File: src/cold_pkg.sv
`default_nettype none
// ----------------------------------------------------------------------------
// CAN object-list decoder package
// Shared types, constants, tables and helper functions.
// ----------------------------------------------------------------------------
package cold_pkg;

  localparam int CORDIC_STEPS  = 16;
  localparam int POS_FRAC_BITS = 7;
  localparam int ACC_W         = 56;
  localparam int ZW            = 34;
  localparam int STEP_W        = $clog2(CORDIC_STEPS + 1);
  localparam int POS_W         = 22;
  localparam int RND_SH        = 32 - POS_FRAC_BITS;
  localparam int CAM_SH        = POS_FRAC_BITS - 4;

  localparam logic [10:0] ID_RADAR_HDR = 11'h550;
  localparam logic [10:0] ID_RADAR_LO  = 11'h551;
  localparam logic [10:0] ID_RADAR_HI  = 11'h55F;
  localparam logic [10:0] ID_CAM_HDR   = 11'h570;
  localparam logic [10:0] ID_CAM_LO    = 11'h571;
  localparam logic [10:0] ID_CAM_HI    = 11'h57F;

  localparam logic [31:0] GAIN_TENTH = 32'd260813150;

  localparam logic [1:0] CFG_LONG_OFF  = 2'd0;
  localparam logic [1:0] CFG_CAM_OFF   = 2'd1;
  localparam logic [1:0] CFG_RADAR_LIM = 2'd2;
  localparam logic [1:0] CFG_CAM_LIM   = 2'd3;

  typedef enum logic [2:0] {
    KIND_RADAR_OBJ   = 3'd0,
    KIND_CAM_OBJ     = 3'd1,
    KIND_RADAR_EMPTY = 3'd2,
    KIND_CAM_EMPTY   = 3'd3,
    KIND_RADAR_OVF   = 3'd4,
    KIND_CAM_OVF     = 3'd5
  } kind_t;

  typedef enum logic [2:0] {
    ST_IDLE,
    ST_FOLD,
    ST_INIT,
    ST_ITER,
    ST_FINISH,
    ST_OUT
  } state_t;

  typedef struct packed {
    logic load;
    logic fold;
    logic init;
    logic iter;
    logic finish;
    logic cam;
  } cmd_t;

  typedef struct packed {
    logic done;
  } status_t;

  function automatic logic [31:0] atan_val(input logic [4:0] i);
    case (i)
      5'd0: atan_val = 32'h20000000;  5'd1: atan_val = 32'h12E4051E;
      5'd2: atan_val = 32'h09FB385B;  5'd3: atan_val = 32'h051111D4;
      5'd4: atan_val = 32'h028B0D43;  5'd5: atan_val = 32'h0145D7E1;
      5'd6: atan_val = 32'h00A2F61E;  5'd7: atan_val = 32'h00517C55;
      5'd8: atan_val = 32'h0028BE53;  5'd9: atan_val = 32'h00145F2F;
      5'd10: atan_val = 32'h000A2F98; 5'd11: atan_val = 32'h000517CC;
      5'd12: atan_val = 32'h00028BE6; 5'd13: atan_val = 32'h000145F3;
      5'd14: atan_val = 32'h0000A2FA; 5'd15: atan_val = 32'h0000517D;
      5'd16: atan_val = 32'h000028BE; 5'd17: atan_val = 32'h0000145F;
      5'd18: atan_val = 32'h00000A30; 5'd19: atan_val = 32'h00000518;
      5'd20: atan_val = 32'h0000028C; 5'd21: atan_val = 32'h00000146;
      5'd22: atan_val = 32'h000000A3; 5'd23: atan_val = 32'h00000051;
      default: atan_val = 32'h0;
    endcase
  endfunction

  function automatic logic signed [POS_W-1:0] sat22(input logic signed [ACC_W-1:0] v);
    if (v > 56'sd2097151) sat22 = 22'sh1FFFFF;
    else if (v < -56'sd2097152) sat22 = -22'sh200000;
    else sat22 = v[POS_W-1:0];
  endfunction

endpackage
`default_nettype wire

File: src/cold_ctrl.sv
`default_nettype none
// ----------------------------------------------------------------------------
// CAN object-list decoder controller
// Sequences fold, CORDIC iterations, rounding and result hand-off.
// ----------------------------------------------------------------------------
module cold_ctrl (
  input  wire logic            clk,
  input  wire logic            rst_n,
  input  wire logic            in_tvalid,
  output logic                 in_tready,
  input  wire logic            is_radar_obj,
  input  wire logic            is_cam_obj,
  input  wire logic            is_hdr_out,
  input  wire logic            out_tready,
  output logic                 out_tvalid,
  output cold_pkg::cmd_t       cmd,
  input  wire cold_pkg::status_t sts
);
  import cold_pkg::*;

  state_t state_r, state_nxt;

  always_ff @(posedge clk) begin
    if (!rst_n) state_r <= ST_IDLE;
    else state_r <= state_nxt;
  end

  always_comb begin
    state_nxt = state_r;
    cmd = '0;
    in_tready = 1'b0;
    out_tvalid = 1'b0;
    case (state_r)
      ST_IDLE: begin
        in_tready = 1'b1;
        if (in_tvalid) begin
          cmd.load = 1'b1;
          if (is_radar_obj) state_nxt = ST_FOLD;
          else if (is_cam_obj) state_nxt = ST_FINISH;
          else if (is_hdr_out) state_nxt = ST_OUT;
        end
      end
      ST_FOLD: begin
        cmd.fold = 1'b1;
        state_nxt = ST_INIT;
      end
      ST_INIT: begin
        cmd.init = 1'b1;
        state_nxt = ST_ITER;
      end
      ST_ITER: begin
        cmd.iter = 1'b1;
        if (sts.done) state_nxt = ST_FINISH;
      end
      ST_FINISH: begin
        cmd.finish = 1'b1;
        state_nxt = ST_OUT;
      end
      ST_OUT: begin
        out_tvalid = 1'b1;
        if (out_tready) state_nxt = ST_IDLE;
      end
      default: state_nxt = ST_IDLE;
    endcase
  end

  assert property (@(posedge clk) disable iff (!rst_n)
    (out_tvalid && !out_tready) |=> out_tvalid)
    else $error("result dropped while stalled");
  assert property (@(posedge clk) disable iff (!rst_n)
    !(in_tready && out_tvalid))
    else $error("input taken while result pending");
  assert property (@(posedge clk) disable iff (!rst_n)
    cmd.init |=> cmd.iter)
    else $error("iteration did not follow init");
endmodule
`default_nettype wire

File: src/cold_dp.sv
`default_nettype none
// ----------------------------------------------------------------------------
// CAN object-list decoder datapath
// Stream state, registers, CORDIC unit and result register.
// ----------------------------------------------------------------------------
module cold_dp (
  input  wire logic          clk,
  input  wire logic          rst_n,
  input  wire cold_pkg::cmd_t cmd,
  output cold_pkg::status_t  sts,
  input  wire logic [10:0]   can_id,
  input  wire logic [63:0]   bytes_in,
  input  wire logic          cfg_we,
  input  wire logic [1:0]    cfg_idx,
  input  wire logic [11:0]   cfg_data,
  output logic               is_radar_obj,
  output logic               is_cam_obj,
  output logic               is_hdr_out,
  output logic [111:0]       res
);
  import cold_pkg::*;

  logic signed [11:0] loff_r;
  logic [10:0] coff_r;
  logic [7:0] rlim_r, clim_r, rrem_r, crem_r;
  logic rarm_r, carm_r;
  logic [2:0] kind_r;
  logic [15:0] w0_r, w1_r, w2_r;
  logic [7:0] b6_r, b7_r;
  logic last_r;
  logic signed [ACC_W-1:0] x_r, y_r;
  logic signed [ZW-1:0] z_r;
  logic signed [12:0] a_r;
  logic flip_r;
  logic [STEP_W-1:0] step_r;
  logic signed [POS_W-1:0] px_r, py_r;

  logic [15:0] w0, w1;
  logic [7:0] cnt;
  logic is_rh, is_ch, arm;
  assign w0 = bytes_in[63:48];
  assign w1 = bytes_in[47:32];
  assign cnt = bytes_in[63:56];
  assign is_rh = can_id == ID_RADAR_HDR;
  assign is_ch = can_id == ID_CAM_HDR;
  assign arm = (cnt != 8'd0) && (cnt <= (is_rh ? rlim_r : clim_r));
  assign is_radar_obj = rarm_r && can_id >= ID_RADAR_LO && can_id <= ID_RADAR_HI
                        && !is_rh && !is_ch;
  assign is_cam_obj = carm_r && can_id >= ID_CAM_LO && can_id <= ID_CAM_HI;
  assign is_hdr_out = (is_rh || is_ch) && !arm;

  always_ff @(posedge clk) begin
    if (!rst_n) begin
      loff_r <= '0; coff_r <= 11'd448; rlim_r <= 8'd15; clim_r <= 8'd10;
    end else if (cfg_we) begin
      case (cfg_idx)
        CFG_LONG_OFF:  loff_r <= cfg_data;
        CFG_CAM_OFF:   coff_r <= cfg_data[10:0];
        CFG_RADAR_LIM: rlim_r <= cfg_data[7:0];
        CFG_CAM_LIM:   clim_r <= cfg_data[7:0];
        default: ;
      endcase
    end
  end

  always_ff @(posedge clk) begin
    if (!rst_n) begin
      rrem_r <= '0; crem_r <= '0; rarm_r <= 1'b0; carm_r <= 1'b0;
    end else if (cmd.load) begin
      if (is_rh) begin
        rarm_r <= arm; rrem_r <= arm ? cnt : 8'd0;
      end else if (is_ch) begin
        carm_r <= arm; crem_r <= arm ? cnt : 8'd0;
      end else if (is_radar_obj) begin
        rrem_r <= rrem_r - 8'd1;
        if (rrem_r == 8'd1) rarm_r <= 1'b0;
      end else if (is_cam_obj) begin
        crem_r <= crem_r - 8'd1;
        if (crem_r == 8'd1) carm_r <= 1'b0;
      end
    end
  end

  logic signed [12:0] am, af;
  logic fl;
  logic [16:0] av, ar;
  logic [26:0] aprod;
  logic [4:0] aq;
  logic signed [ACC_W-1:0] sx, sy, xs, ys, rx, ry, cx, cy;
  logic [16:0] zw;
  logic [33:0] zprod;
  logic [30:0] zn;
  logic [12:0] mag;
  logic signed [ZW-1:0] zt;
  logic [4:0] si;
  logic [47:0] x0;

  always_comb begin
    // The angle is biased positive, then reduced modulo 3600 with an exact
    // reciprocal multiply on the value divided by 16.
    av = {w1_r[15], w1_r} + 17'd36000;
    aprod = 27'(av[16:4]) * 27'd9321;
    aq = aprod[25:21];
    ar = av - 17'(aq) * 17'd3600;
    am = 13'(ar);
    if (am >= 13'sd1800) am = am - 13'sd3600;
    af = am; fl = 1'b0;
    if (am > 13'sd900) begin af = am - 13'sd1800; fl = 1'b1; end
    else if (am < -13'sd900) begin af = am + 13'sd1800; fl = 1'b1; end
    // Binary angle: mag * 2^28 / 225 rounded, split into whole and remainder parts.
    mag = a_r < 0 ? 13'(-a_r) : 13'(a_r);
    zw = 17'(mag) * 17'd106 + 17'd112;
    zprod = 34'(zw) * 34'd74566;
    zn = 31'(mag) * 31'd1193046 + 31'(zprod[33:24]);
    zt = a_r < 0 ? -ZW'(zn) : ZW'(zn);
    si = 5'(step_r);
    xs = x_r >>> si;
    ys = y_r >>> si;
    x0 = 48'(w0_r) * 48'(GAIN_TENTH);
    rx = (flip_r ? -x_r : x_r) + (ACC_W'(1) <<< (RND_SH - 1));
    ry = (flip_r ? -y_r : y_r) + (ACC_W'(1) <<< (RND_SH - 1));
    cx = (ACC_W'(w0_r) <<< CAM_SH) + ACC_W'(loff_r) + ACC_W'({1'b0, coff_r});
    cy = ACC_W'($signed(w1_r)) <<< CAM_SH;
    sx = (rx >>> RND_SH) + ACC_W'(loff_r);
    sy = ry >>> RND_SH;
  end

  assign sts.done = step_r == STEP_W'(CORDIC_STEPS - 1);

  always_ff @(posedge clk) begin
    if (cmd.load) begin
      w0_r <= w0; w1_r <= w1; w2_r <= bytes_in[31:16];
      b6_r <= bytes_in[15:8]; b7_r <= bytes_in[7:0];
      kind_r <= is_rh ? (cnt == 0 ? KIND_RADAR_EMPTY : KIND_RADAR_OVF)
              : is_ch ? (cnt == 0 ? KIND_CAM_EMPTY : KIND_CAM_OVF)
              : is_radar_obj ? KIND_RADAR_OBJ : KIND_CAM_OBJ;
      last_r <= is_radar_obj ? rrem_r == 8'd1 : crem_r == 8'd1;
      px_r <= '0; py_r <= '0;
    end
    if (cmd.fold) begin a_r <= af; flip_r <= fl; end
    if (cmd.init) begin
      z_r <= zt; step_r <= '0; y_r <= '0;
      x_r <= ACC_W'(x0);
    end
    if (cmd.iter) begin
      step_r <= step_r + STEP_W'(1);
      if (z_r >= 0) begin
        x_r <= x_r - ys; y_r <= y_r + xs; z_r <= z_r - ZW'(atan_val(si));
      end else begin
        x_r <= x_r + ys; y_r <= y_r - xs; z_r <= z_r + ZW'(atan_val(si));
      end
    end
    if (cmd.finish) begin
      px_r <= sat22(cmd.cam ? cx : sx);
      py_r <= sat22(cmd.cam ? cy : sy);
    end
  end

  logic obj, cam;
  assign obj = kind_r == KIND_RADAR_OBJ || kind_r == KIND_CAM_OBJ;
  assign cam = kind_r == KIND_CAM_OBJ;
  assign res = {last_r & obj, cam ? b7_r : 8'd0, cam ? b6_r : 8'd0,
                (obj && !cam) ? w1_r : 16'd0, (obj && !cam) ? w0_r : 16'd0,
                obj ? w2_r : 16'd0, py_r, px_r, kind_r};
endmodule
`default_nettype wire

File: src/can_object_list_decoder.sv
`default_nettype none
// ----------------------------------------------------------------------------
// CAN object-list decoder
// Decodes radar and camera object-list frames into position results.
// ----------------------------------------------------------------------------
// The input channel takes one CAN frame per transaction: the identifier and
// eight data bytes. The output channel delivers zero or one result per frame.
// Radar objects pass through a load, an angle fold, a CORDIC setup, 16
// CORDIC iterations in one shared shift-add unit and a rounding step.
// Camera objects go from the load to the rounding step, and header results
// are valid in the cycle after the load; no-result frames keep in_tready.
// One frame is processed at a time; the next is accepted in the cycle after
// its result transaction. If the receiver stalls, the result holds and the
// input stays not ready. Reset clears both streams to waiting for a header
// and loads the register defaults.
// The configuration port writes one register per cycle with cfg_we.
// ----------------------------------------------------------------------------
module can_object_list_decoder (
  input  wire logic         clk,
  input  wire logic         rst_n,
  input  wire logic         in_tvalid,
  output logic              in_tready,
  // can_id[10:0], byte0..byte7 at [18:11]..[74:67], zero padded
  input  wire logic [79:0]  in_tdata,
  output logic              out_tvalid,
  input  wire logic         out_tready,
  // pos_x, pos_y, velocity_raw, range_raw, bearing_raw, track_id,
  // target_class, zero padded
  output logic [111:0]      out_tdata,
  // kind
  output logic [2:0]        out_tuser,
  output logic              out_tlast,
  input  wire logic         cfg_we,
  input  wire logic [1:0]   cfg_idx,
  input  wire logic [11:0]  cfg_data
);
  import cold_pkg::*;

  cmd_t c, cmd;
  status_t sts;
  logic ro, co, ho;
  logic cam_r;
  logic [63:0] bts;
  logic [111:0] res;

  assign bts = {in_tdata[18:11], in_tdata[26:19], in_tdata[34:27], in_tdata[42:35],
                in_tdata[50:43], in_tdata[58:51], in_tdata[66:59], in_tdata[74:67]};

  assign out_tuser = res[2:0];
  assign out_tdata = {4'd0, res[110:3]};
  assign out_tlast = res[111];

  always_ff @(posedge clk) begin
    if (c.load) cam_r <= co;
  end

  always_comb begin
    cmd = c;
    cmd.cam = cam_r;
  end

  cold_ctrl u_ctrl (
    .clk, .rst_n, .in_tvalid, .in_tready,
    .is_radar_obj(ro), .is_cam_obj(co), .is_hdr_out(ho),
    .out_tready, .out_tvalid, .cmd(c), .sts
  );

  cold_dp u_dp (
    .clk, .rst_n, .cmd, .sts,
    .can_id(in_tdata[10:0]), .bytes_in(bts),
    .cfg_we, .cfg_idx, .cfg_data,
    .is_radar_obj(ro), .is_cam_obj(co), .is_hdr_out(ho),
    .res(res)
  );
endmodule
`default_nettype wire

File: config.mk
export PLATFORM = sky130hd
export DESIGN_NAME = can_object_list_decoder
export DESIGN_NICKNAME = d
export VERILOG_FILES = /design/src/cold_pkg.sv /design/src/cold_ctrl.sv /design/src/cold_dp.sv /design/src/can_object_list_decoder.sv
export SDC_FILE = /design/constraint.sdc
export NUM_CORES = 2
export LEC_CHECK = 0
export ABC_AREA = 1
export BUFFER_PORTS_ARGS = -buffer_cell sky130_fd_sc_hd__buf_2
export CORE_ASPECT_RATIO = 1.2
export CORE_MARGIN = 5
export CORE_UTILIZATION = 45
export CTS_CLUSTER_SIZE = 24
export DETAILED_ROUTE_END_ITERATION = 6
export MAX_ROUTING_LAYER = met4
export SLEW_MARGIN = 20
export SYNTH_ARGS = -nofsm -noshare
export SYNTH_HDL_FRONTEND = slang
export SYNTH_HIERARCHICAL = 1
export SYNTH_SLANG_ARGS = --single-unit
export TNS_END_PERCENT = 20
File: constraint.sdc
create_clock -name clk -period 16 [get_ports clk]
set_clock_uncertainty 0.2 [all_clocks]
set_input_delay 2.4 -clock clk [delete_from_list [all_inputs] [get_ports clk]]
set_output_delay 2.4 -clock clk [all_outputs]
set_load 0.005 [all_outputs]
==> impl_metrics.tcl <==
set metrics [dict create \
    final_antenna_net_count 0 \
    die_x_um 354 \
    cts_setup_buffers 0 \
    fmax_mhz 73.6 \
    required_ns 16.17 \
    cp-start-kind "flop" \
    ff_latch_area_sq_um 10100 \
    r2r_slack_ns 2.41 \
    post-route-util 0.482 \
    max_slew.worst_pin.slew_ns 1.07 \
    maxSlewHeadroom 0.284 \
    nets 10600 \
    violations "design-rule violations" \
    gp_congestion 0.985 \
    max-clock-path-buffers 3 \
    endpoint "u_dp/z_r[33]" \
    drive_gt1_frac 0.0578 \
    worst_path_largest_cell_delay_ns 0.56 \
    numCtsBuffers 48 \
    drt_wl_total_um 214000 \
    synth_area_sq_um 63800 \
    worstSetupPathType "flop to flop" \
    area_delta_synth_final_pct 6.54 \
    hold_class "flop to flop" \
    min_period_ns 13.59 \
    clk_latency_ns 0.67 \
    reg2regPathDepth 65 \
    fin_cells 11300 \
    clkTransAtPathRegs_ns 0.07 \
    drv_slew 0 \
    critPathLaunch "u_dp/a_r[0]" \
    dr_total_vias 61200 \
    antenna_found_initial 11 \
    timing.final.crit_share 0.849 \
    cts-resized-gates 0 \
    io-pin-count 217 \
    fp-row-count 151 \
    outcome "finished, violations left" \
    grt-ovfl-total 0 \
    track_usage 0.286 \
    rsz0062_at_grt "false" \
    hold_ws_ns 0.258 \
    drv_cap 0 \
    cp_slowest_cell "fa_1" \
    grt_first_pass_wirelength_um 332000 \
    timing.final.hold_violations 0 \
    drt_pass1_iterations 7 \
    initial_core_util 0.452 \
    dr.first_iter.drc_count 4381 \
    endpoint_kind "flop" \
    worst_ep_arrival_time_ns 13.76 \
    root_buffer "clkbuf_16" \
    crit_fanout 8 \
    r2r-start "u_dp/a_r[0]" \
    vias_per_cell 5.42 \
    multiInputGateArea_sq_um 46700 \
    core_area_sq_um 141000 \
    hpwl_um 179000 \
    cts_max_level 2 \
    setup-violations-final 0 \
    io_buffers 207 \
    die_area_sq_um 149000 \
    place_inst 11200 \
    cts_tree "built" \
    wl_per_cell_um 19.0 \
    setup_tns_ns 0 \
    fill_cells 14800 \
    hold_buffers 0 \
    synth_warnings 6 \
    cpMostUsedCell "nand2_1" \
    cts.sinks 368 \
    avgSynthCellArea_sq_um 6.84 \
    rr_endpoint "u_dp/z_r[33]" \
    grt_pass1_vias 59800 \
    drc 7 \
    grt_max_degree 108 \
    syn_inst 9325 \
    die_h_um 422 \
]
## worst max-delay path: cells and delay by family, from the launching register on
| family | cells | cell delay, ns |
|---|---|---|
| xor+xnor | 4 | 0.94 |
| buf+inv | 12 | 1.29 |
| fa+ha+maj | 12 | 4.51 |
| flops | 1 | 0.38 |
| compound gates | 10 | 2.30 |
| simple gates | 27 | 3.69 |
## per-layer routing
metal / vias up / global-route usage / wire length, um
met5: - / - / 0
met4: 0 / 0.113 / 10200
met3: 371 / 0.0223 / 8820
met2: 1436 / 0.490 / 104000
met1: 28700 / 0.350 / 91600
li1: 30800 / - / -
## flip-flops by register name, summed over array words and instances, names as in the netlist, 13 cells and up, named ones only
register,cells
u_dp/py_r,22
u_dp/y_r,56
u_dp/w0_r,16
u_dp/x_r,56
u_dp/px_r,22
u_dp/z_r,34
u_dp/a_r,13
u_dp/w2_r,16
u_dp/w1_r,16
## worst min path at each step
stage | from | slack (ns) | cells after the start | end
2_1_floorplan | u_dp/rlim_r[2] | 0.22 | 2 | u_dp/rlim_r[2]
3_3_place_gp | u_dp/rlim_r[2] | 0.24 | 2 | u_dp/rlim_r[2]
6_report | u_dp/rlim_r[2] | 0.26 | 2 | u_dp/rlim_r[2]
5_1_grt | u_dp/clim_r[4] | 0.28 | 2 | u_dp/clim_r[4]
3_5_place_dp | u_dp/rlim_r[2] | 0.24 | 2 | u_dp/rlim_r[2]
4_1_cts | u_dp/clim_r[4] | 0.26 | 2 | u_dp/clim_r[4]
## through the flow
| stage | setup WS (ns) | cell area, sq um |
|---|---|---|
| finish | 2.41 | 67900 |
| global route | 1.39 | 67900 |
| detailed placement | 2.35 | 66300 |
| CTS | 2.30 | 67900 |
| global placement | 2.47 | 66300 |
| floorplan | 4.11 | 63800 |
## cells in the final DEF (no fill, tap or decap), types with 99 or more instances in the layout
cell type / n
nand2_1: 2104
inv_1: 1497
nor2_1: 853
ha_1: 782
a21oi_1: 674
o21ai_0: 640
nand3_1: 409
fa_1: 332
xor2_1: 282
edfxtp_1: 278
buf_2: 207
o21ai_1: 164
nand4_1: 99
## cell type report
cell class	instances	area share
Multi-Input combinational cell	7206	0.688
Sequential cell	368	0.149
Inverter	1529	0.0846
Tap cell	1836	0.0338
Timing Repair Buffer	260	0.0211
Clock buffer	64	0.0195
Clock inverter	26	0.00346
Antenna cell	2	0.0000737
Power is left out: the tool's default activity adds up to more than one toggle a clock period on the data nets, which glitch-free logic cannot reach.
